--- src/hw/rtl/fsh_pkg.sv ---
package fsh_pkg;

	localparam int SYMBOLS    = 256;
	localparam int COUNT_BITS = 48;

	localparam int SYM_BITS  = $clog2(SYMBOLS);
	localparam int DIST_BITS = $clog2(SYMBOLS + 1);

	// rank logic splits the presence flags into groups of GROUP symbols
	localparam int GROUP      = 32;
	localparam int GROUP_BITS = $clog2(GROUP);
	localparam int GROUPS     = (SYMBOLS + GROUP - 1) / GROUP;
	localparam int PAD        = GROUPS * GROUP;
	localparam int GCNT_BITS  = $clog2(GROUP + 1);
	localparam int CMP_BITS   = ((DIST_BITS > 8) ? DIST_BITS : 8) + 1;

	localparam int OUTQ_DEPTH    = 8;
	localparam int OUTQ_PTR_BITS = $clog2(OUTQ_DEPTH);
	localparam int OUTQ_CNT_BITS = $clog2(OUTQ_DEPTH + 1);

	typedef logic [COUNT_BITS-1:0] count_t;

	localparam count_t COUNT_MAX = {COUNT_BITS{1'b1}};
	localparam count_t COUNT_ONE = count_t'(1);
	localparam logic [DIST_BITS-1:0] DIST_ONE = DIST_BITS'(1);
	localparam logic [OUTQ_PTR_BITS-1:0] OUTQ_LAST    = OUTQ_PTR_BITS'(OUTQ_DEPTH - 1);
	localparam logic [OUTQ_PTR_BITS-1:0] OUTQ_PTR_ONE = OUTQ_PTR_BITS'(1);
	localparam logic [OUTQ_CNT_BITS-1:0] OUTQ_CNT_ONE = OUTQ_CNT_BITS'(1);

	localparam logic [7:0] HEADER_MARK = 8'h3E;
	localparam logic [7:0] NEWLINE     = 8'h0A;

	typedef enum logic [1:0] {
		OP_DATA = 2'd0,
		OP_SYM  = 2'd1,
		OP_RANK = 2'd2
	} op_t;

	typedef struct packed {
		logic [7:0]  symbol;
		logic [7:0]  rank;
		logic        valid;
		logic [47:0] count;
		logic [47:0] length;
		logic [8:0]  distinct;
	} res_t;

	function automatic logic [47:0] field48(count_t c);
		logic [63:0] w;
		w = 64'(c);
		return w[47:0];
	endfunction

endpackage

--- src/hw/rtl/fsh_outq.sv ---
module fsh_outq (
	input  logic          clk,
	input  logic          arst_n,
	input  logic          push,
	input  fsh_pkg::res_t push_data,
	output logic          out_valid,
	input  logic          out_ready,
	output fsh_pkg::res_t out_data
);

	fsh_pkg::res_t                      mem_q [fsh_pkg::OUTQ_DEPTH];
	logic [fsh_pkg::OUTQ_PTR_BITS-1:0]  wr_ptr_q;
	logic [fsh_pkg::OUTQ_PTR_BITS-1:0]  rd_ptr_q;
	logic [fsh_pkg::OUTQ_CNT_BITS-1:0]  cnt_q;
	logic                               pop;

	assign out_valid = (cnt_q != '0);
	assign out_data  = mem_q[rd_ptr_q];
	assign pop       = out_valid && out_ready;

	// space is guaranteed by the credit check at the input
	always_ff @(posedge clk or negedge arst_n) begin
		if (!arst_n) begin
			wr_ptr_q <= '0;
			rd_ptr_q <= '0;
			cnt_q    <= '0;
		end else begin
			if (push) begin
				wr_ptr_q <= (wr_ptr_q == fsh_pkg::OUTQ_LAST) ? '0
					: wr_ptr_q + fsh_pkg::OUTQ_PTR_ONE;
			end
			if (pop) begin
				rd_ptr_q <= (rd_ptr_q == fsh_pkg::OUTQ_LAST) ? '0
					: rd_ptr_q + fsh_pkg::OUTQ_PTR_ONE;
			end
			if (push && !pop) begin
				cnt_q <= cnt_q + fsh_pkg::OUTQ_CNT_ONE;
			end else if (pop && !push) begin
				cnt_q <= cnt_q - fsh_pkg::OUTQ_CNT_ONE;
			end
		end
	end

	always_ff @(posedge clk) begin
		if (push) begin
			mem_q[wr_ptr_q] <= push_data;
		end
	end

endmodule

--- config.mk ---
export PLATFORM = sky130hd
export DESIGN_NAME = fsh_outq
export DESIGN_NICKNAME = d
export VERILOG_FILES = /design/src/hw/rtl/fsh_pkg.sv /design/src/hw/rtl/fsh_outq.sv
export SDC_FILE = /design/constraint.sdc
export NUM_CORES = 1
export LEC_CHECK = 0
export BUFFER_PORTS_ARGS = -buffer_cell sky130_fd_sc_hd__buf_2
export CAP_MARGIN = 10
export CORE_MARGIN = 2
export CORE_UTILIZATION = 65
export CTS_CLUSTER_SIZE = 16
export DETAILED_ROUTE_END_ITERATION = 8
export PLACE_DENSITY = 0.85
export SLEW_MARGIN = 20
export SYNTH_ARGS = -nofsm -noshare
export SYNTH_HDL_FRONTEND = slang
export SYNTH_SLANG_ARGS = --single-unit
--- constraint.sdc ---
create_clock -name clk -period 13.9 [get_ports clk]
set_input_delay 0.695 -clock clk [delete_from_list [all_inputs] [get_ports clk]]
set_output_delay 0.695 -clock clk [all_outputs]
set_load 0.02 [all_outputs]
==> key figures <==
Status
  • Outcome: complete, no violations

Clock tree
  • Clock tree sinks: 986
  • H-tree Lvls: 3
  • Root buffer selected by CTS: clkbuf_16
  • Later-pin clock latency in the skew report: about 0.66 ns
  • Number of buffers on the longest clock path: 3
  • CTS tree: done
  • Number of CTS-inserted buffers: 93
  • CTS clk-pin slew, worst paths: 0.07 ns
  • CTS resizes: 0

STA
  • Fin Setup TNS: 0 ns
  • Total setup violations reported at the end of the flow: 0
  • RSZ-0062 raised after global routing: false
  • Maximum operating frequency: about 0.17 GHz
  • Final Slew Violations: 0
  • Post-Route Skew: 0.0229 ns
  • Worst rel slew slack: roughly a quarter
  • Period Utilization, post-route: around two fifths
  • Min Tclk post-route: just under 6 ns
  • Hold Fails Final Rpt: 0
  • Setup WS post-layout: ~8.1 ns
  • Slew @ Worst Pin: 1.12 ns

Setup path
  • Crit start category: flop
  • Worst setup EP type: output port
  • Cell family with the largest share of critical-path delay: buffers and inverters
  • List of cells traversed by the critical path: buf_4 -> buf_4 -> buf_4 -> mux4_2 -> mux2_2 -> buf_2
  • Worst R2R Start: wr_ptr_q[2]
  • Internal reg-to-reg setup slack: around 11 ns
  • Critical path type: reg2out
  • Register-to-Register Path Depth: 4
  • Critical path launch point: rd_ptr_q[1]
  • Delay contributed by the slowest stage of the critical path: roughly 0.93 ns
  • Required time of the critical path: ~13 ns
  • Number of buffers and inverters on the critical path: 4
  • Cell at the slowest stage of the critical path: buf_4
  • Worst path arrival time: 5.13 ns
  • Destination of the worst register-to-register timing path: mem_q[1][105]
  • Cell repeated most along the worst path: buf_4
  • Maximum fanout along the worst path: 76

Hold path
  • Worst Min Path Start: push_data[82]
  • Worst min-delay path category: in2reg
  • Instance count along the most critical hold path: 1
  • Terminating pin of the worst hold path: mem_q[1][82]

Placed design
  • Placer Congestion: 0.739
  • Minimum setup slack after placement: between 8 and 9 ns
  • Instance count after placement with tap cells included: about 2,500
  • Count of input and output buffers: between 200 and 250
  • Half-perimeter wire length after placement: ~39,000 µm

Floorplanning
  • FP Rows: just under 90
  • Die Footprint: between 60,000 and 70,000 µm²
  • Core region area: 57,600 µm²
  • X dimension of the die: between 200 and 250 µm
  • Initial Util: between 60 and 70%
  • Number of I/O pins: approximately 250
  • Vertical die dimension: between 200 and 250 µm

Routing
  • 1st-iter DRT viols: roughly 1,400
  • Total via count in the routed design: 16,905
  • Average wire per standard cell: 29.3 µm
  • Total detailed-routing wirelength: around 77,000 µm
  • Number of vias per cell after detailed routing: 6.43
  • DRC violation count after routing: 0
  • Detail Route Antenna Nets: 0
  • First-pass iteration count of the detailed router: 5

Run
  • Max-cap check violation count: 0

Synth
  • Synthesized net count: about 1,600
  • Area share of the largest cell type after synthesis: ~77%
  • Average footprint of a synthesized cell: 25.6 µm²
  • Share of flip-flops with an asynchronous set or reset: just over 1%
  • Number of enable flip-flop cells after synthesis: 976
  • Netlist area before placement: 37,800 µm²
  • YS warnings: 0
  • Fraction of the yosys area taken by sequential cells: 78.1%
  • Largest area contributor in the synthesized netlist: edfxtp_1
  • Library cells used by synthesis: 30
  • Cells taking the most area after synthesis: edfxtp_1 (77%), mux4_1 (7.9%), mux4_2 (7.7%)
  • Register bit count reported by yosys: between 900 and 1,000
  • Gate count after technology mapping: around 1,500
  • Main synth FF type: edfxtp_1

Finish
  • Filler Cells Inserted: just under 3,000
  • Area of the multi-input gates: ~7700 µm²
  • Ratio of cells with drive above 1 in the final layout: 36.8%
  • Commonest cells after routing, fill and taps aside: edfxtp_1 (976), buf_2 (248), mux4_2 (130)
  • Area occupied by registers: 29,600 µm²
  • Final cell count without fillers: between 2,000 and 3,000
  • Area growth from synthesis to layout: 13.0%
  • Fin nets: 1,917
  • Commonest non-fill, non-tap cell in the layout: edfxtp_1

Global routing
  • Global-route usage over all layers: about a quarter
  • Antenna violations before repair: 15
  • Number of global-route vias before repair: approximately 18,000
  • Maximum number of pins on one net before global-route repair: a little under 80
  • Wire length of the first global-routing pass: between 100,000 and 150,000 µm
  • GRT overflow: 0

Pwr
  • Worst supply voltage drop on vdd: between 0.00015 and 0.0002 V
  • Total leakage power: roughly 14 nW
  • Power density over cell area: between 200 and 250 nW/µm²
[registers in the layout, summed over array words and instances (netlist names)]
signal,cells
cnt_q,4
wr_ptr_q,3
rd_ptr_q,3
mem_q,976
[metrics by stage]
stage          hold WS (ns)  utilization (%)  power, mW  instance area [µm²]
2_1_floorplan         0.399                -       6.01                37800
3_3_place_gp          0.536             69.1       6.62                39800
3_5_place_dp          0.556             69.1       6.69                39800
4_1_cts               0.274             74.2       9.18                42700
5_1_grt               0.280             74.2       9.44                42700
6_report              0.305             74.2       9.11                42700
[cells in the mapped netlist (3+ instances only)]
library cell / count
buf_1: 11
buf_12: 3
buf_2: 13
buf_6: 9
buf_8: 16
clkbuf_1: 18
dfrtp_1: 10
edfxtp_1: 976
ha_1: 7
mux2_2: 126
mux4_1: 114
mux4_2: 130
nand2_1: 6
nand2b_1: 3
nor2_1: 7
nor3_1: 4
o21ai_0: 3
[layout make-up]
class,instances,area share [%]
Antenna cell,7,0.0410
Clock buffer,113,5.62
Clock inverter,56,1.29
Inverter,2,0.0176
Multi-Input combinational cell,418,18.1
Sequential cell,986,69.2
Tap cell,765,2.24
Timing Repair Buffer,282,3.52
[where the power goes]
part | leakage, nW | internal (mW) | total [mW] | switching (mW)
sequential | 8.98 | 3.72 | 3.90 | 0.178
combinational | 3.73 | 1.20 | 2.74 | 1.55
clock | 1.45 | 1.39 | 2.46 | 1.07
[worst register-to-register path, stage by stage, from the launching register on]
cell	delay, ns
dfrtp_1	0.40
nand2b_1	0.33
nor2_4	0.79
buf_4	0.66
buf_4	0.63
[logic make-up after synthesis]
kind of cell | count (synthesis) | share of synthesized area [%]
compound gates | 10 | 0.198
mux | 371 | 19.4
xor+xnor | 2 | 0.0463
buf+inv | 72 | 1.54
fa+ha+maj | 8 | 0.284
simple gates | 27 | 0.354
flops | 986 | 78.1
[layer usage]
| metal | GRT usage, % | up-vias | part of all wire (%) |
|---|---|---|---|
| li1 | - | 7095 | - |
| met3 | 5.70 | 160 | 7.6 |
| met4 | 8.52 | 18 | 2.7 |
| met5 | 0 | - | 0.12 |
| met2 | 44.1 | 736 | 52 |
| met1 | 34.1 | 8896 | 38 |
[repair_timing]
action,4_1_cts,5_1_grt
hold buffers,1,0
endpoints found under the hold margin,10,0
buffers inserted,0,0
[how the worst max path moves through the flow]
stage               endpoint  depth (start not counted)  slack (ns)
6_report        out_data[83]                          6        8.08
5_1_grt         out_data[83]                          6        7.85
4_1_cts         out_data[83]                          6        8.03
3_5_place_dp   out_data[108]                          6        8.75
3_3_place_gp   out_data[104]                          6        8.82
2_1_floorplan    mem_q[0][0]                          2        4.12
Note: power is estimated with default switching activity, not from simulation.
